$ cat src/rtl/core/um32_register_execute_unit_core_defines.svh
// ----------------------------------------------------------------------------
// UM32 execute unit assertion macros
// Concurrent assertion wrappers clocked by clk and disabled while rst_n is low.
// ----------------------------------------------------------------------------
`ifndef UM32_REGISTER_EXECUTE_UNIT_CORE_DEFINES_SVH
`define UM32_REGISTER_EXECUTE_UNIT_CORE_DEFINES_SVH

`ifndef SYNTH
`define UM32_ASSERT(label, prop, msg) \
    label: assert property (@(posedge clk) disable iff (!rst_n) (prop)) else $error(msg);
`define UM32_ASSERT_NEXT(label, ante, cons, msg) \
    label: assert property (@(posedge clk) disable iff (!rst_n) (ante) |=> (cons)) \
        else $error(msg);
`else
`define UM32_ASSERT(label, prop, msg)
`define UM32_ASSERT_NEXT(label, ante, cons, msg)
`endif

`endif

$ cat src/rtl/core/um32_pkg.sv
// ----------------------------------------------------------------------------
// UM32 execute unit package
// Shared widths, instruction field positions, result codes and control structs.
// ----------------------------------------------------------------------------
`default_nettype none

package um32_pkg;

    localparam int unsigned XLEN      = 32;
    localparam int unsigned NREG      = 8;
    localparam int unsigned RIDX_W    = 3;
    localparam int unsigned OPC_W     = 4;
    localparam int unsigned IMM_W     = 25;
    localparam int unsigned CHAR_W    = 8;
    localparam int unsigned CNT_W     = 5;

    // Instruction field positions.
    localparam int unsigned OPC_LSB   = 28;
    localparam int unsigned LI_R_LSB  = 25;
    localparam int unsigned RA_LSB    = 6;
    localparam int unsigned RB_LSB    = 3;
    localparam int unsigned RC_LSB    = 0;

    localparam logic [OPC_W-1:0] OPC_CMOV     = 4'd0;
    localparam logic [OPC_W-1:0] OPC_SEGLOAD  = 4'd1;
    localparam logic [OPC_W-1:0] OPC_SEGSTORE = 4'd2;
    localparam logic [OPC_W-1:0] OPC_ADD      = 4'd3;
    localparam logic [OPC_W-1:0] OPC_MUL      = 4'd4;
    localparam logic [OPC_W-1:0] OPC_DIV      = 4'd5;
    localparam logic [OPC_W-1:0] OPC_NAND     = 4'd6;
    localparam logic [OPC_W-1:0] OPC_HALT     = 4'd7;
    localparam logic [OPC_W-1:0] OPC_MAP      = 4'd8;
    localparam logic [OPC_W-1:0] OPC_UNMAP    = 4'd9;
    localparam logic [OPC_W-1:0] OPC_OUTPUT   = 4'd10;
    localparam logic [OPC_W-1:0] OPC_INPUT    = 4'd11;
    localparam logic [OPC_W-1:0] OPC_LOADPROG = 4'd12;
    localparam logic [OPC_W-1:0] OPC_LOADIMM  = 4'd13;

    typedef enum logic [2:0] {
        KIND_DONE  = 3'd0,
        KIND_CHAR  = 3'd1,
        KIND_MEM   = 3'd2,
        KIND_HALT  = 3'd3,
        KIND_DIVZ  = 3'd4,
        KIND_BADOP = 3'd5
    } kind_t;

    typedef enum logic [2:0] {
        MOP_SEGLOAD  = 3'd0,
        MOP_SEGSTORE = 3'd1,
        MOP_MAP      = 3'd2,
        MOP_UNMAP    = 3'd3,
        MOP_LOADPROG = 3'd4
    } mem_op_t;

    typedef enum logic [1:0] {
        ALU_ADD = 2'd0,
        ALU_MUL = 2'd1,
        ALU_DIV = 2'd2
    } alu_func_t;

    typedef struct packed {
        logic      start;
        alu_func_t func;
    } alu_req_t;

    typedef struct packed {
        logic busy;
        logic done;
    } alu_rsp_t;

    typedef struct packed {
        logic              en;
        logic [RIDX_W-1:0] addr;
    } rf_wr_t;

endpackage

`default_nettype wire

$ cat src/rtl/core/um32_register_execute_unit_core.sv
// ----------------------------------------------------------------------------
// UM32 register execute unit
// Sequencer, operand fetch, result register and serial arithmetic unit.
// ----------------------------------------------------------------------------
// Usage: one word enters on in_valid/in_stall: either an instruction to
// execute or a writeback of a memory unit result into a register. Every
// accepted word yields exactly one result word on out_valid/out_stall.
// Operands are read from the register file one per cycle (A, B, C) before a
// register instruction executes. Add, multiply and divide by a nonzero
// divisor run in the serial arithmetic unit, which takes one operand bit per
// cycle. The unit works on one word at a time; in_stall is low only when
// it is ready for the next word.
// The finished result sits in an output register, so the next word may be
// accepted while that result is still stalled. A result that finds the output
// register still full waits in the sequencer until the receiver takes it.
// Reset empties the output register, returns the sequencer to idle and makes
// all eight registers read as zero; no clearing pass is needed.
// ----------------------------------------------------------------------------
`default_nettype none

module um32_register_execute_unit_core (
    input  wire logic        clk,
    input  wire logic        rst_n,
    input  wire logic        in_valid,
    output logic             in_stall,
    input  wire logic        operation,
    input  wire logic [31:0] instruction,
    input  wire logic [7:0]  in_char,
    input  wire logic        in_eof,
    input  wire logic [2:0]  wb_register,
    input  wire logic [31:0] wb_value,
    output logic             out_valid,
    input  wire logic        out_stall,
    output logic [2:0]       kind,
    output logic [2:0]       mem_op,
    output logic [31:0]      operand_a,
    output logic [31:0]      operand_b,
    output logic [31:0]      operand_c,
    output logic [2:0]       target_register,
    output logic [7:0]       out_char
);

    typedef enum logic [7:0] {
        ST_IDLE   = 8'b0000_0001,
        ST_RD_A   = 8'b0000_0010,
        ST_RD_B   = 8'b0000_0100,
        ST_RD_C   = 8'b0000_1000,
        ST_OPND   = 8'b0001_0000,
        ST_EXEC   = 8'b0010_0000,
        ST_ARITH  = 8'b0100_0000,
        ST_WRITE  = 8'b1000_0000
    } state_t;

    // Finishing has no state of its own: a pending flag marks a result that waits in idle.
    state_t                             state_reg;
    state_t                             state_next;
    logic                               pend_reg;

    logic                               op_item_reg;
    logic [um32_pkg::XLEN-1:0]          instr_reg;
    logic [um32_pkg::CHAR_W-1:0]        char_reg;
    logic                               eof_reg;
    logic [um32_pkg::RIDX_W-1:0]        wbr_reg;
    logic [um32_pkg::XLEN-1:0]          wbv_reg;
    logic [um32_pkg::XLEN-1:0]          va_reg;
    logic [um32_pkg::XLEN-1:0]          vb_reg;
    logic [um32_pkg::XLEN-1:0]          vc_reg;

    um32_pkg::kind_t                    res_kind_reg;
    um32_pkg::mem_op_t                  res_mop_reg;
    logic [um32_pkg::XLEN-1:0]          res_a_reg;
    logic [um32_pkg::XLEN-1:0]          res_b_reg;
    logic [um32_pkg::XLEN-1:0]          res_c_reg;
    logic [um32_pkg::RIDX_W-1:0]        res_tgt_reg;
    logic [um32_pkg::CHAR_W-1:0]        res_char_reg;

    logic                               out_valid_reg;
    logic [2:0]                         kind_reg;
    logic [2:0]                         mem_op_reg;
    logic [31:0]                        operand_a_reg;
    logic [31:0]                        operand_b_reg;
    logic [31:0]                        operand_c_reg;
    logic [2:0]                         target_register_reg;
    logic [7:0]                         out_char_reg;

    logic [um32_pkg::OPC_W-1:0]         opc;
    logic [um32_pkg::RIDX_W-1:0]        ra;
    logic [um32_pkg::RIDX_W-1:0]        rb;
    logic [um32_pkg::RIDX_W-1:0]        rc;
    logic [um32_pkg::RIDX_W-1:0]        li_reg_idx;
    logic [um32_pkg::IMM_W-1:0]         imm;

    logic                               in_take;
    logic                               out_free;
    logic                               res_load;

    logic [um32_pkg::RIDX_W-1:0]        rf_rd_addr;
    logic [um32_pkg::XLEN-1:0]          rf_rd_data;
    um32_pkg::rf_wr_t                   rf_wr;
    logic [um32_pkg::XLEN-1:0]          rf_wr_data;

    um32_pkg::alu_req_t                 alu_req;
    um32_pkg::alu_rsp_t                 alu_rsp;
    logic [um32_pkg::XLEN-1:0]          alu_result;

    assign opc        = instr_reg[um32_pkg::OPC_LSB +: um32_pkg::OPC_W];
    assign ra         = instr_reg[um32_pkg::RA_LSB +: um32_pkg::RIDX_W];
    assign rb         = instr_reg[um32_pkg::RB_LSB +: um32_pkg::RIDX_W];
    assign rc         = instr_reg[um32_pkg::RC_LSB +: um32_pkg::RIDX_W];
    assign li_reg_idx = instr_reg[um32_pkg::LI_R_LSB +: um32_pkg::RIDX_W];
    assign imm        = instr_reg[um32_pkg::IMM_W-1:0];

    assign out_free = !out_valid_reg || !out_stall;
    // A pending result blocks the next word until it moves to the output register.
    assign in_stall = (state_reg != ST_IDLE) || pend_reg;
    assign in_take  = in_valid && !in_stall;
    assign res_load = pend_reg && out_free;

    // Sequencer: operand reads, execute, serial arithmetic, writeback.
    always_comb
    begin
        state_next = state_reg;
        unique case (state_reg)
            ST_IDLE:
            begin
                if (in_take)
                begin
                    state_next = operation ? ST_WRITE : ST_RD_A;
                end
            end
            ST_RD_A:  state_next = ST_RD_B;
            ST_RD_B:  state_next = ST_RD_C;
            ST_RD_C:  state_next = ST_OPND;
            ST_OPND:  state_next = ST_EXEC;
            ST_EXEC:  state_next = alu_req.start ? ST_ARITH : ST_IDLE;
            ST_ARITH:
            begin
                if (alu_rsp.done)
                begin
                    state_next = ST_IDLE;
                end
            end
            ST_WRITE: state_next = ST_IDLE;
            default:  state_next = ST_IDLE;
        endcase
    end

    always_ff @(posedge clk or negedge rst_n)
    begin
        if (!rst_n)
        begin
            state_reg <= ST_IDLE;
            pend_reg  <= 1'b0;
        end
        else
        begin
            state_reg <= state_next;
            if ((state_reg == ST_EXEC && !alu_req.start) ||
                (state_reg == ST_ARITH && alu_rsp.done) ||
                (state_reg == ST_WRITE))
            begin
                pend_reg <= 1'b1;
            end
            else if (res_load)
            begin
                pend_reg <= 1'b0;
            end
        end
    end

    always_ff @(posedge clk)
    begin
        if (in_take)
        begin
            op_item_reg <= operation;
            instr_reg   <= instruction;
            char_reg    <= in_char;
            eof_reg     <= in_eof;
            wbr_reg     <= wb_register;
            wbv_reg     <= wb_value;
        end
        if (state_reg == ST_RD_B)
        begin
            va_reg <= rf_rd_data;
        end
        if (state_reg == ST_RD_C)
        begin
            vb_reg <= rf_rd_data;
        end
        if (state_reg == ST_OPND)
        begin
            vc_reg <= rf_rd_data;
        end
    end

    always_comb
    begin
        unique case (state_reg)
            ST_RD_A: rf_rd_addr = ra;
            ST_RD_B: rf_rd_addr = rb;
            ST_RD_C: rf_rd_addr = rc;
            default: rf_rd_addr = ra;
        endcase
    end

    // Register file write port.
    always_comb
    begin
        rf_wr.en   = 1'b0;
        rf_wr.addr = ra;
        rf_wr_data = vb_reg;
        if (state_reg == ST_EXEC)
        begin
            unique case (opc)
                um32_pkg::OPC_CMOV:
                begin
                    rf_wr.en = (vc_reg != '0);
                end
                um32_pkg::OPC_NAND:
                begin
                    rf_wr.en   = 1'b1;
                    rf_wr_data = ~(vb_reg & vc_reg);
                end
                um32_pkg::OPC_INPUT:
                begin
                    rf_wr.en   = 1'b1;
                    rf_wr.addr = rc;
                    rf_wr_data = eof_reg ? '1 : {{(um32_pkg::XLEN-um32_pkg::CHAR_W){1'b0}},
                                                 char_reg};
                end
                um32_pkg::OPC_LOADIMM:
                begin
                    rf_wr.en   = 1'b1;
                    rf_wr.addr = li_reg_idx;
                    rf_wr_data = {{(um32_pkg::XLEN-um32_pkg::IMM_W){1'b0}}, imm};
                end
                default:
                begin
                    rf_wr.en = 1'b0;
                end
            endcase
        end
        else if (state_reg == ST_ARITH)
        begin
            rf_wr.en   = alu_rsp.done;
            rf_wr_data = alu_result;
        end
        else if (state_reg == ST_WRITE && op_item_reg)
        begin
            rf_wr.en   = 1'b1;
            rf_wr.addr = wbr_reg;
            rf_wr_data = wbv_reg;
        end
    end

    always_comb
    begin
        alu_req.start = 1'b0;
        alu_req.func  = um32_pkg::ALU_ADD;
        if (state_reg == ST_EXEC)
        begin
            unique case (opc)
                um32_pkg::OPC_ADD:
                begin
                    alu_req.start = 1'b1;
                end
                um32_pkg::OPC_MUL:
                begin
                    alu_req.start = 1'b1;
                    alu_req.func  = um32_pkg::ALU_MUL;
                end
                um32_pkg::OPC_DIV:
                begin
                    alu_req.start = (vc_reg != '0);
                    alu_req.func  = um32_pkg::ALU_DIV;
                end
                default:
                begin
                    alu_req.start = 1'b0;
                end
            endcase
        end
    end

    // Result fields; anything not named below stays zero.
    always_ff @(posedge clk)
    begin
        if (state_reg == ST_EXEC || state_reg == ST_WRITE)
        begin
            res_kind_reg <= um32_pkg::KIND_DONE;
            res_mop_reg  <= um32_pkg::MOP_SEGLOAD;
            res_a_reg    <= '0;
            res_b_reg    <= '0;
            res_c_reg    <= '0;
            res_tgt_reg  <= '0;
            res_char_reg <= '0;
            if (state_reg == ST_EXEC)
            begin
                unique case (opc) inside
                    um32_pkg::OPC_SEGLOAD,
                    um32_pkg::OPC_SEGSTORE,
                    um32_pkg::OPC_MAP,
                    um32_pkg::OPC_UNMAP,
                    um32_pkg::OPC_LOADPROG:
                    begin
                        res_kind_reg <= um32_pkg::KIND_MEM;
                        res_a_reg    <= va_reg;
                        res_b_reg    <= vb_reg;
                        res_c_reg    <= vc_reg;
                        if (opc == um32_pkg::OPC_SEGLOAD)
                        begin
                            res_tgt_reg <= ra;
                        end
                        else if (opc == um32_pkg::OPC_MAP)
                        begin
                            res_tgt_reg <= rb;
                        end
                        unique case (opc)
                            um32_pkg::OPC_SEGSTORE: res_mop_reg <= um32_pkg::MOP_SEGSTORE;
                            um32_pkg::OPC_MAP:      res_mop_reg <= um32_pkg::MOP_MAP;
                            um32_pkg::OPC_UNMAP:    res_mop_reg <= um32_pkg::MOP_UNMAP;
                            um32_pkg::OPC_LOADPROG: res_mop_reg <= um32_pkg::MOP_LOADPROG;
                            default:                res_mop_reg <= um32_pkg::MOP_SEGLOAD;
                        endcase
                    end
                    um32_pkg::OPC_DIV:
                    begin
                        if (vc_reg == '0)
                        begin
                            res_kind_reg <= um32_pkg::KIND_DIVZ;
                        end
                    end
                    um32_pkg::OPC_HALT:
                    begin
                        res_kind_reg <= um32_pkg::KIND_HALT;
                    end
                    um32_pkg::OPC_OUTPUT:
                    begin
                        res_kind_reg <= um32_pkg::KIND_CHAR;
                        res_char_reg <= vc_reg[um32_pkg::CHAR_W-1:0];
                    end
                    um32_pkg::OPC_CMOV,
                    um32_pkg::OPC_ADD,
                    um32_pkg::OPC_MUL,
                    um32_pkg::OPC_NAND,
                    um32_pkg::OPC_INPUT,
                    um32_pkg::OPC_LOADIMM:
                    begin
                        res_kind_reg <= um32_pkg::KIND_DONE;
                    end
                    default:
                    begin
                        res_kind_reg <= um32_pkg::KIND_BADOP;
                    end
                endcase
            end
        end
    end

    // Output register.
    always_ff @(posedge clk or negedge rst_n)
    begin
        if (!rst_n)
        begin
            out_valid_reg <= 1'b0;
        end
        else if (res_load)
        begin
            out_valid_reg <= 1'b1;
        end
        else if (!out_stall)
        begin
            out_valid_reg <= 1'b0;
        end
    end

    always_ff @(posedge clk)
    begin
        if (res_load)
        begin
            kind_reg            <= res_kind_reg;
            mem_op_reg          <= res_mop_reg;
            operand_a_reg       <= res_a_reg;
            operand_b_reg       <= res_b_reg;
            operand_c_reg       <= res_c_reg;
            target_register_reg <= res_tgt_reg;
            out_char_reg        <= res_char_reg;
        end
    end

    assign out_valid       = out_valid_reg;
    assign kind            = kind_reg;
    assign mem_op          = mem_op_reg;
    assign operand_a       = operand_a_reg;
    assign operand_b       = operand_b_reg;
    assign operand_c       = operand_c_reg;
    assign target_register = target_register_reg;
    assign out_char        = out_char_reg;

    um32_regfile u_regfile (
        .clk     (clk),
        .rst_n   (rst_n),
        .rd_addr (rf_rd_addr),
        .rd_data (rf_rd_data),
        .wr      (rf_wr),
        .wr_data (rf_wr_data)
    );

    um32_serial_alu u_alu (
        .clk    (clk),
        .rst_n  (rst_n),
        .req    (alu_req),
        .b      (vb_reg),
        .c      (vc_reg),
        .rsp    (alu_rsp),
        .result (alu_result)
    );

endmodule

`default_nettype wire

$ cat src/rtl/core/um32_regfile.sv
// ----------------------------------------------------------------------------
// UM32 register file
// Eight 32-bit registers, one write and one registered read port per cycle.
// ----------------------------------------------------------------------------
`default_nettype none

module um32_regfile (
    input  wire logic                           clk,
    input  wire logic                           rst_n,
    input  wire logic [um32_pkg::RIDX_W-1:0]    rd_addr,
    output logic      [um32_pkg::XLEN-1:0]      rd_data,
    input  wire um32_pkg::rf_wr_t               wr,
    input  wire logic [um32_pkg::XLEN-1:0]      wr_data
);

    logic [um32_pkg::XLEN-1:0] mem [um32_pkg::NREG];
    logic [um32_pkg::NREG-1:0] valid_reg;
    logic [um32_pkg::XLEN-1:0] rd_data_reg;

    always_ff @(posedge clk)
    begin
        if (wr.en)
        begin
            mem[wr.addr] <= wr_data;
        end
    end

    // A register never written since reset reads as zero.
    always_ff @(posedge clk or negedge rst_n)
    begin
        if (!rst_n)
        begin
            valid_reg <= '0;
        end
        else if (wr.en)
        begin
            valid_reg[wr.addr] <= 1'b1;
        end
    end

    always_ff @(posedge clk)
    begin
        rd_data_reg <= valid_reg[rd_addr] ? mem[rd_addr] : '0;
    end

    assign rd_data = rd_data_reg;

endmodule

`default_nettype wire

$ cat src/rtl/core/um32_serial_alu.sv
// ----------------------------------------------------------------------------
// UM32 serial arithmetic unit
// Add, multiply and divide modulo 2^32, one operand bit per cycle over 32 steps.
// ----------------------------------------------------------------------------
`default_nettype none

`include "um32_register_execute_unit_core_defines.svh"

module um32_serial_alu (
    input  wire logic                      clk,
    input  wire logic                      rst_n,
    input  wire um32_pkg::alu_req_t        req,
    input  wire logic [um32_pkg::XLEN-1:0] b,
    input  wire logic [um32_pkg::XLEN-1:0] c,
    output um32_pkg::alu_rsp_t             rsp,
    output logic      [um32_pkg::XLEN-1:0] result
);

    localparam logic [um32_pkg::CNT_W-1:0] CNT_LAST = um32_pkg::CNT_W'(um32_pkg::XLEN - 1);
    localparam logic [um32_pkg::CNT_W-1:0] CNT_ONE  = um32_pkg::CNT_W'(1);

    logic                          busy_reg;
    logic                          done_reg;
    logic [um32_pkg::CNT_W-1:0]    cnt_reg;
    um32_pkg::alu_func_t           func_reg;
    logic [um32_pkg::XLEN-1:0]     b_reg;
    logic [um32_pkg::XLEN-1:0]     c_reg;
    logic [um32_pkg::XLEN-1:0]     acc_reg;
    logic [um32_pkg::XLEN-1:0]     rem_reg;
    logic                          carry_reg;

    logic                          sum_bit;
    logic                          carry_next;
    logic [um32_pkg::XLEN-1:0]     acc_next;
    logic [um32_pkg::XLEN:0]       trial;
    logic [um32_pkg::XLEN:0]       diff;
    logic                          q_bit;

    assign sum_bit    = b_reg[0] ^ c_reg[0] ^ carry_reg;
    assign carry_next = (b_reg[0] & c_reg[0]) | (carry_reg & (b_reg[0] ^ c_reg[0]));
    assign acc_next   = acc_reg + (b_reg[0] ? c_reg : '0);

    // Restoring division: the dividend shifts out of b_reg as quotient bits shift in.
    assign trial = {rem_reg, b_reg[um32_pkg::XLEN-1]};
    assign diff  = trial - {1'b0, c_reg};
    assign q_bit = (trial >= {1'b0, c_reg});

    always_ff @(posedge clk or negedge rst_n)
    begin
        if (!rst_n)
        begin
            busy_reg <= 1'b0;
            done_reg <= 1'b0;
            cnt_reg  <= '0;
        end
        else
        begin
            done_reg <= busy_reg && (cnt_reg == CNT_LAST);
            if (req.start)
            begin
                busy_reg <= 1'b1;
                cnt_reg  <= '0;
            end
            else if (busy_reg)
            begin
                cnt_reg <= cnt_reg + CNT_ONE;
                if (cnt_reg == CNT_LAST)
                begin
                    busy_reg <= 1'b0;
                end
            end
        end
    end

    always_ff @(posedge clk)
    begin
        if (req.start)
        begin
            func_reg  <= req.func;
            b_reg     <= b;
            c_reg     <= c;
            acc_reg   <= '0;
            rem_reg   <= '0;
            carry_reg <= 1'b0;
        end
        else if (busy_reg)
        begin
            case (func_reg)
                um32_pkg::ALU_ADD:
                begin
                    acc_reg   <= {sum_bit, acc_reg[um32_pkg::XLEN-1:1]};
                    carry_reg <= carry_next;
                    b_reg     <= b_reg >> 1;
                    c_reg     <= c_reg >> 1;
                end
                um32_pkg::ALU_MUL:
                begin
                    acc_reg <= acc_next;
                    b_reg   <= b_reg >> 1;
                    c_reg   <= c_reg << 1;
                end
                um32_pkg::ALU_DIV:
                begin
                    rem_reg <= q_bit ? diff[um32_pkg::XLEN-1:0] : trial[um32_pkg::XLEN-1:0];
                    b_reg   <= {b_reg[um32_pkg::XLEN-2:0], q_bit};
                end
                default:
                begin
                    acc_reg <= acc_reg;
                end
            endcase
        end
    end

    assign rsp.busy = busy_reg;
    assign rsp.done = done_reg;
    assign result   = (func_reg == um32_pkg::ALU_DIV) ? b_reg : acc_reg;

    // The step counter only reaches its last value while a run is in progress.
    `UM32_ASSERT(a_done_follows_busy, done_reg |-> $past(busy_reg), "ALU done without a run")
    `UM32_ASSERT(a_no_start_when_busy, req.start |-> !busy_reg, "ALU started while busy")
    `UM32_ASSERT_NEXT(a_last_step, cnt_reg == CNT_LAST, done_reg && !busy_reg, "ALU overran")

endmodule

`default_nettype wire
$ cat config.mk
export PLATFORM = sky130hd
export DESIGN_NAME = um32_register_execute_unit_core
export DESIGN_NICKNAME = d
export VERILOG_FILES = /design/src/rtl/core/um32_pkg.sv /design/src/rtl/core/um32_register_execute_unit_core.sv /design/src/rtl/core/um32_regfile.sv /design/src/rtl/core/um32_serial_alu.sv
export VERILOG_INCLUDE_DIRS = /design/src /design/src/rtl/core
export SDC_FILE = /design/constraint.sdc
export NUM_CORES = 1
export LEC_CHECK = 0
export BUFFER_PORTS_ARGS = -buffer_cell sky130_fd_sc_hd__buf_2
export CAP_MARGIN = 20
export CELL_PAD_IN_SITES_DETAIL_PLACEMENT = 1
export CELL_PAD_IN_SITES_GLOBAL_PLACEMENT = 2
export CORE_ASPECT_RATIO = 2
export CORE_MARGIN = 5
export CORE_UTILIZATION = 38
export DETAILED_ROUTE_END_ITERATION = 10
export GPL_ROUTABILITY_DRIVEN = 0
export PLACE_DENSITY = 0.82
export SKIP_LAST_GASP = 1
export SLEW_MARGIN = 0
export SYNTH_ARGS = -nofsm -noshare
export SYNTH_HDL_FRONTEND = slang
export SYNTH_SLANG_ARGS = --single-unit
$ cat constraint.sdc
create_clock -name clk -period 9.8 [get_ports clk]
set_clock_uncertainty 0.15 [all_clocks]
set_input_delay 2.45 -clock clk [delete_from_list [all_inputs] [get_ports clk]]
set_output_delay 2.45 -clock clk [all_outputs]
set_load 0.01 [all_outputs]
# Word-level counts from Yosys, hierarchy flattened
# Memory sizes are Yosys's and may differ from the RTL's. A register that Yosys moved wholly into a read port is not among the register bits.
# Index checks and enable logic that the tools add are counted.
classes:
  addsub: 3
  mul: 0
  div: 0
  n_lt_le_gt_ge: 4
  eq_ne: 28
  shifts: 0
  n_mux: 50
  n_bitwise: 8
  reduce_logical: 39
op_table:
  columns: ["op", "n"]
  rows:
  - ["$mux 32", 11]
  - ["$pmux 32 s2", 3]
  - ["$pmux 32 s3", 1]
  - ["$pmux 8 s7", 1]
  - ["$ge 33x32->1", 1]
  - ["$add 32x32->32", 1]
  - ["$and 32x32->32", 1]
  - ["$logic_not 32->1", 1]
  - ["$not 32->32", 1]
  - ["$reduce_bool 32->1", 1]
  - ["$sub 32x32->32", 1]
  - ["$eq 4x4->1 const B", 6]
  - ["$mux 8", 3]
  - ["$eq 4x3->1 const B", 4]
  - ["$reduce_and 2->1", 8]
  - ["$mux 3", 5]
  - ["$pmux 3 s5", 1]
  - ["$mux 1", 12]
  - ["$pmux 3 s2", 2]
  - ["$pmux 3 s4", 1]
  - ["$mux 5", 2]
  - ["$eq 4x2->1 const B", 2]
  - ["$eq 8x1->1 const B", 1]
  - ["$eq 8x2->1 const B", 1]
  - ["other kinds (37)", 61]
totals:
  reg_bits: 555
  latchBits: 0
  ram_bits: 256
  mem_bits_ro: 0
  in_bits: 81
  mem_count: 1
memory_table:
  columns: ["name", "depth", "width", "rd", "rd_ports_with_merged_regs", "wr", "line_no", "text"]
  rows:
  - ["u_regfile.mem", 8, 32, 1, 1, 1, "um32_regfile.sv:16", "logic [um32_pkg::XLEN-1:0] mem [um32_pkg::NREG];"]

# Depth between registers and ports, before layout
# Gate-level depths: netlist of run 1.
depth:
  ltp_word: 10
  ltp_mapped: 15
  ltp_nobuf: 14

# Cells and area by module
# A second synthesis of run 1 with hierarchy kept.
hier_totals:
  hier_cells: 2708
  area_unflattened_um2: 36471.2
modules_own_cells:
  columns: ["module", "instances", "cells_each", "area_each_um2", "seq_area_each_um2"]
  rows:
  - ["um32_register_execute_unit_core", 1, 879, 15173.3, 12233.0]
  - ["um32_regfile", 1, 469, 10759.1, 8528.2]
  - ["um32_serial_alu", 1, 1360, 10538.9, 3458.3]

# Worst setup path before layout of run 1
# No wires, ideal clock.
synth_path:
  kind: "input port to flip-flop"
  startpoint: "input port out_stall"
  endpoint: "register kind_reg[0] (netlist: kind[0]) (enable)"
  setup_ns: 0.756
  arrival_ns: 10.628
  t_required_ns: 8.894
  slack_ns: -1.734
  stages: 1
  path_buffers: 0
  cell_sequence: "a21boi_0"
synth_between:
  elab_chain_len: 3
synth_lines:
  columns: ["element", "line_no", "text"]
  rows:
  - ["start: declaration", "um32_register_execute_unit_core.sv:33", "input wire logic out_stall,"]
  - ["$logic_not 1->1", null, null]
  - ["$logic_or 1x1->1", "um32_register_execute_unit_core.sv:113", "assign out_free = !out_valid_reg || !out_stall;"]
  - ["$logic_and 1x1->1", "um32_register_execute_unit_core.sv:117", "assign res_load = pend_reg && out_free;"]
  - ["end signal: assignment", "um32_register_execute_unit_core.sv:381", "kind_reg <= res_kind_reg;"]
  - ["end: declaration", "um32_register_execute_unit_core.sv:78", "logic [2:0] kind_reg;"]
# Every way passes these cells.
# A chain may end at the register's enable or synchronous reset.

# Worst setup path in the final report of run 1
layout_path:
  startpoint: "register state_reg[4]"
  endpoint: "output port in_stall"
layout_between:
  elab_chain_len: 2
layout_lines:
  columns: ["element", "line_no", "text"]
  rows:
  - ["start: declaration", "um32_register_execute_unit_core.sv:55", "state_t state_reg;"]
  - ["start signal: assignment", "um32_register_execute_unit_core.sv:157", "state_reg <= state_next;"]
  - ["$ne 8x1->1", "um32_register_execute_unit_core.sv:115", "assign in_stall = (state_reg != ST_IDLE) || pend_reg;"]
  - ["$logic_or 1x1->1", "um32_register_execute_unit_core.sv:115", null]
  - ["end: declaration", "um32_register_execute_unit_core.sv:25", "output logic in_stall,"]
# Every way passes these cells.

==> results of run 1 <==
==> synth_stat cells, types with 8 or more instances <==
library cell | number | area, µm²
edfxtp_1 | 721 | 21700
nand2_1 | 587 | 2200
a21oi_1 | 273 | 1370
nor2_1 | 210 | 788
nand3_1 | 140 | 701
clkbuf_1 | 138 | 518
and2_1 | 120 | 751
o21ai_0 | 108 | 541
dfxtp_1 | 97 | 1940
ha_1 | 66 | 826
a31oi_1 | 64 | 400
inv_1 | 56 | 210
a21o_1 | 51 | 383
and3_1 | 45 | 282
a211oi_1 | 44 | 330
a311oi_1 | 34 | 298
xnor2_1 | 31 | 272
buf_2 | 29 | 145
nor3_1 | 27 | 135
xor2_1 | 26 | 228
dfrtp_1 | 24 | 601
nor2b_1 | 18 | 113
nor4_1 | 15 | 93.8
mux2i_1 | 14 | 140
o221ai_1 | 14 | 123
nand2b_1 | 13 | 81.3
nand4_1 | 12 | 75.1
a31o_2 | 11 | 96.3
buf_1 | 11 | 41.3
a22oi_1 | 9 | 67.6
o211ai_1 | 9 | 67.6
o21a_1 | 9 | 67.6
a2111oi_0 | 8 | 70.1
==> cells by family after synthesis <==
family                     after synthesis  share of synthesized area
buffers and inverters                  240                     0.0263
DFF                                    843                      0.665
xor gates and xnor gates                57                     0.0137
muxes                                   15                    0.00416
AOI/OAI and AO/OA                      676                      0.115
adders and majority gates               69                     0.0243
and+or+nand+nor                       1225                      0.152
==> cell type report <==
| cell class | count | area, µm² | share of cell area |
|---|---|---|---|
| antenna | 1 | 2.50 | 0.0000608 |
| clock buffer | 103 | 2100 | 0.0512 |
| clock inverter | 37 | 334 | 0.00812 |
| inverter | 56 | 213 | 0.00517 |
| multi-input combinational | 2042 | 11400 | 0.277 |
| sequential | 843 | 24200 | 0.589 |
| tap | 1215 | 1520 | 0.0370 |
| timing repair buffer | 244 | 1340 | 0.0327 |
==> how the worst max path moves through the flow <==
stage,startpoint,endpoint,slack [ns],depth (start not counted)
final,state_reg[4],in_stall,4.41,5
after floorplan,out_stall,kind[0],1.26,1
after detailed placement,out_stall,operand_a[15],4.90,4
after global placement,out_stall,operand_a[12],5.01,4
after global routing,state_reg[4],in_stall,4.24,5
after CTS,state_reg[4],in_stall,4.35,5
==> stage by stage <==
| step | std cells | hold WS (ns) | util | cell area, µm² |
|---|---|---|---|---|
| 2_1_floorplan | 3125 | 0.250 | - | 36400 |
| 3_3_place_gp | 4400 | 0.251 | 0.407 | 38700 |
| 3_5_place_dp | 4400 | 0.255 | 0.407 | 38700 |
| 4_1_cts | 4540 | 0.251 | 0.433 | 41100 |
| 5_1_grt | 4541 | 0.266 | 0.433 | 41100 |
| 6_report | 4541 | 0.254 | 0.433 | 41100 |
==> power breakdown <==
part	switching, mW	internal (mW)
Combinational	0.618	0.258
Sequential	0.184	4.19
Clock	1.36	1.63
Total	2.16	6.07
==> per-layer routing <==
layer	global-route usage	up-vias	share of wire
li1	-	11600	-
met1	0.240	12900	0.37
met2	0.418	629	0.54
met3	0.0255	220	0.036
met4	0.104	0	0.050
met5	0	-	0
==> worst max-delay path: stages (launching register included) <==
cell and delay (ns):
dfrtp_1 0.51, or4_1 0.56, nor3_1 0.29, nand3b_1 0.24
or2_2 0.38, buf_2 0.15
==> results.sh, run 1 <==
export IMPL_synth_yosys_warnings=0
export IMPL_grt_ovfl_total=0
export IMPL_cts_resized=0
export IMPL_grt_antenna_before_repair=3
export IMPL_worst_pin_slew_ns=0.980
export IMPL_dieArea_um2=103000
export IMPL_layout_commonest_cell="edfxtp_1"
export IMPL_fillers=10100
export IMPL_arrival_ns=2.79
export IMPL_grt_max_degree=97
export IMPL_synth_top_flop_cell="edfxtp_1"
export IMPL_grt_pass1_vias=26900
export IMPL_die_h_um=448
export IMPL_finalSetupViolCount=0
export IMPL_cts_hold_buffers=0
export IMPL_fin_crit_ns=5.39
export IMPL_tritoncts="yes"
export IMPL_slew_viol_final=0
export IMPL_finalPower_mw=8.24
export IMPL_start_util=0.383
export IMPL_p_per_area_nw_per_um2=200
export IMPL_ant_nets=0
export IMPL_synth_seq_cells=843
export IMPL_critPathCaptureType="output pin"
export IMPL_final_setup_worst_slack_ns=4.41
export IMPL_worstPathMaxFanout=9
export IMPL_hold_depth=0
export IMPL_async_flop_share=0.0297
export IMPL_syn_mean_instance_area_um2=11.7
export IMPL_holdCritPathClass="register to register"
export IMPL_p_leak_nw=14.9
export IMPL_track_usage=0.219
export IMPL_reg2reg_to="u_alu.acc_reg[25]"
export IMPL_synth_edf_count=721
export IMPL_drc_errors=0
export IMPL_vias=25400
export IMPL_status="finished clean"
export IMPL_setup_tns_final_ns=0
export IMPL_mostFrequentLayoutCells="edfxtp_1 (721), nand2_1 (582), a21oi_1 (271), nor2_1 (202), buf_2 (195)"
export IMPL_clkTransAtPathRegs_ns=0.07
export IMPL_core_um2=95100
export IMPL_netlist_instances=3125
export IMPL_hold_start="res_c_reg[20]"
export IMPL_slew_headroom=0.340
export IMPL_top_register="u_regfile.mem"
export IMPL_cts_sinks=843
export IMPL_fin_nets=3413
export IMPL_cts_buffers=76
export IMPL_area_growth_pct=12.9
export IMPL_firstDrtPassIters=5
export IMPL_ff2ff_path_depth=14
export IMPL_rsz0062_at_grt="false"
export IMPL_avgRoutedWirePerCell_um=25.4
export IMPL_dp_slack_ns=4.90
export IMPL_whs_endpoint="operand_c[20]"
export IMPL_via_per_inst=5.59
export IMPL_synth_seq_area_share=0.665
export IMPL_required_ns=7.20
export IMPL_clock_path_buffers=3
export IMPL_fin_crit_sh=0.550
export IMPL_die_x_um=229
export IMPL_cts_root_buf="clkbuf_16"
export IMPL_reg2reg_setup_slack_ns=5.14
export IMPL_syn_num_nets=3275
export IMPL_largest_register_ff_count=256
export IMPL_drive_above_1_share=0.125
export IMPL_worstSetupPathType="register to output pin"
export IMPL_h_tree_depth=3
export IMPL_dp_hpwl_um=79800
export IMPL_drtIter0Drc=1556
export IMPL_wl_um=115000
export IMPL_num_rows=160
export IMPL_synthDistinctLibCells=69
export IMPL_start_kind="register"
export IMPL_cts_setup_buffers=0
export IMPL_io_pin_count=196
export IMPL_maxCapViolCount=0
export IMPL_syn_cell_area_um2=36400
export IMPL_rr_startpoint="u_alu.b_reg[0]"
export IMPL_clock_fmax_mhz=185
export IMPL_grt_pass1_wl_um=169000
export IMPL_clk_latency_ns=0.68
export IMPL_io_buffer_count=195
export IMPL_ir_drop_v=0.000140
export IMPL_hold_viol=0
Note: power is estimated with default switching activity, not from simulation.
==> inputs of run 2 (changes only) <==
--- a/config.mk
+++ b/config.mk
@@ -12,10 +12,10 @@
 export CELL_PAD_IN_SITES_GLOBAL_PLACEMENT = 2
 export CORE_ASPECT_RATIO = 2
 export CORE_MARGIN = 5
-export CORE_UTILIZATION = 38
+export CORE_UTILIZATION = 42
 export DETAILED_ROUTE_END_ITERATION = 10
 export GPL_ROUTABILITY_DRIVEN = 0
-export PLACE_DENSITY = 0.82
+export PLACE_DENSITY = 0.86
 export SKIP_LAST_GASP = 1
 export SLEW_MARGIN = 0
 export SYNTH_ARGS = -nofsm -noshare
==> constraint.sdc (replaced) <==
create_clock -name clk -period 5.5 [get_ports clk]
set_clock_uncertainty 0.15 [all_clocks]
set_input_delay 1.375 -clock clk [delete_from_list [all_inputs] [get_ports clk]]
set_output_delay 1.375 -clock clk [all_outputs]
set_load 0.01 [all_outputs]
==> run 2 against run 1 <==
Die area decreased by 9.2%. Clock power increased by 97%. Sequential share of layout area decreased by 0.78 points. Critical path type is now register to register. Largest cell class unchanged. Highest routed layer unchanged.
==> results.sh, run 2 (synthesized netlist as in run 1, its figures left out) <==
export IMPL_status="finished clean"
export IMPL_tritoncts="yes"
export IMPL_instances_no_fill=4511
export IMPL_cts_sinks=843
export IMPL_slew_viol_final=0
export IMPL_ir_drop_v=0.000302
export IMPL_num_rows=152
export IMPL_grt_max_degree=97
export IMPL_num_antenna_cells=0
export IMPL_hold_depth=0
export IMPL_dp_slack_ns=1.13
export IMPL_via_per_inst=5.80
export IMPL_finalPower_mw=15.3
export IMPL_startpoint="vc_reg[12]"
export IMPL_firstDrtPassIters=5
export IMPL_place_area_um2=38900
export IMPL_finalSetupViolCount=0
export IMPL_clock_path_buffers=3
export IMPL_drtIter0Drc=1819
export IMPL_cts_buffers=78
export IMPL_dieArea_um2=93100
export IMPL_holdWs_ns=0.266
export IMPL_grt_pass1_vias=28500
export IMPL_layout_commonest_cell="edfxtp_1"
export IMPL_largest_register_ff_count=256
export IMPL_grt_ovfl_total=0
export IMPL_start_util=0.424
export IMPL_worstSetupPathType="register to register"
export IMPL_grt_pass1_wl_um=179000
export IMPL_arrival_ns=4.69
export IMPL_clkTransAtPathRegs_ns=0.07
export IMPL_final_core_util=0.485
export IMPL_h_tree_depth=3
export IMPL_grt_antenna_before_repair=1
export IMPL_maxCapViolCount=0
export IMPL_worstPathMaxFanout=77
export IMPL_drc_errors=0
export IMPL_io_buffer_count=195
export IMPL_cts_resized=0
export IMPL_critPathCaptureType="register"
export IMPL_vias=26200
export IMPL_ant_nets=0
export IMPL_area_growth_pct=14.4
export IMPL_mostFrequentLayoutCells="edfxtp_1 (721), nand2_1 (583), a21oi_1 (271), nor2_1 (202), buf_2 (195)"
export IMPL_rsz0062_at_grt="false"
export IMPL_hold_viol=0
export IMPL_wl_um=121000
export IMPL_worst_pin_slew_ns=1.26
export IMPL_fin_nets=3440
export IMPL_clk_latency_ns=0.70
export IMPL_avgRoutedWirePerCell_um=26.9
export IMPL_final_setup_worst_slack_ns=1.07
export IMPL_ff2ff_path_depth=11
export IMPL_cts_hold_buffers=0
export IMPL_slew_headroom=0.154
export IMPL_holdCritPathClass="register to register"
export IMPL_p_per_area_nw_per_um2=368
export IMPL_hold_start="res_a_reg[26]"
export IMPL_cts_setup_buffers=0
export IMPL_die_x_um=218
export IMPL_fin_crit_ns=4.43
export IMPL_p_leak_nw=15.2
export IMPL_fin_crit_sh=0.805
export IMPL_core_um2=86000
export IMPL_rr_startpoint="vc_reg[12]"
export IMPL_clock_fmax_mhz=226
export IMPL_cts_root_buf="clkbuf_16"
export IMPL_top_register="u_regfile.mem"
export IMPL_die_h_um=427
export IMPL_required_ns=5.77
export IMPL_setup_tns_final_ns=0
export IMPL_place_inst=4365
export IMPL_design_area_um2=41700
export IMPL_start_kind="register"
export IMPL_reg2reg_setup_slack_ns=1.07
export IMPL_dp_hpwl_um=85300
export IMPL_drive_above_1_share=0.136
export IMPL_track_usage=0.257
export IMPL_io_pin_count=196
-- run 2: changes by cell type in the layout (fill, tap and decap cells not counted), moves of 2 or more --
cell       change
bufinv_16      +8
clkbuf_1       -6
clkbuf_16      +2
inv_16         +2
buf_12         +8
buf_4         +16
clkinv_2       -2
-- run 2: path summary, 6_finish.rpt --
kind	end
max	u_alu.c_reg[16]
max reg2reg	u_alu.c_reg[16]
min in group asynchronous	state_reg[1]
min	operand_a[26]
max in group asynchronous	u_alu.cnt_reg[3]
min reg2reg	operand_a[26]
-- run 2: power breakdown --
part / internal, mW / switching (mW) / total [mW] / leakage, nW
combinational: 0.492 / 1.17 / 1.67 / 6.29
sequential: 7.46 / 0.331 / 7.79 / 7.60
clock: 3.35 / 2.54 / 5.88 / 1.34
-- run 2: cell type report --
class / instances / area [µm²]
multi-input combinational: 2042 / 11400
sequential: 843 / 24200
fill: 9108 / 44300
tap: 1155 / 1450
timing repair buffer: 269 / 1650
clock buffer: 98 / 2120
clock inverter: 48 / 637
inverter: 56 / 213
-- run 2: per-layer routing --
metal | global-route usage | share of wire | routed length, µm | vias to the layer above
li1 | - | - | - | 11700
met1 | 0.275 | 0.35 | 42800 | 13300
met2 | 0.470 | 0.53 | 64000 | 873
met3 | 0.0326 | 0.046 | 5620 | 329
met4 | 0.169 | 0.073 | 8880 | 0
met5 | 0 | 0 | 0 | -
-- run 2: worst max-delay path, cell delays in order, from the launching register on --
cell and delay (ns):
edfxtp_1 0.59, nor4_1 1.11, nand4_1 0.48, nor2_1 0.26, nand2_1 0.08, a31oi_1 0.21
nor2_1 0.10, nand2_1 0.19, inv_4 0.29, buf_4 0.39, nand2_1 0.12, o21ai_0 0.12
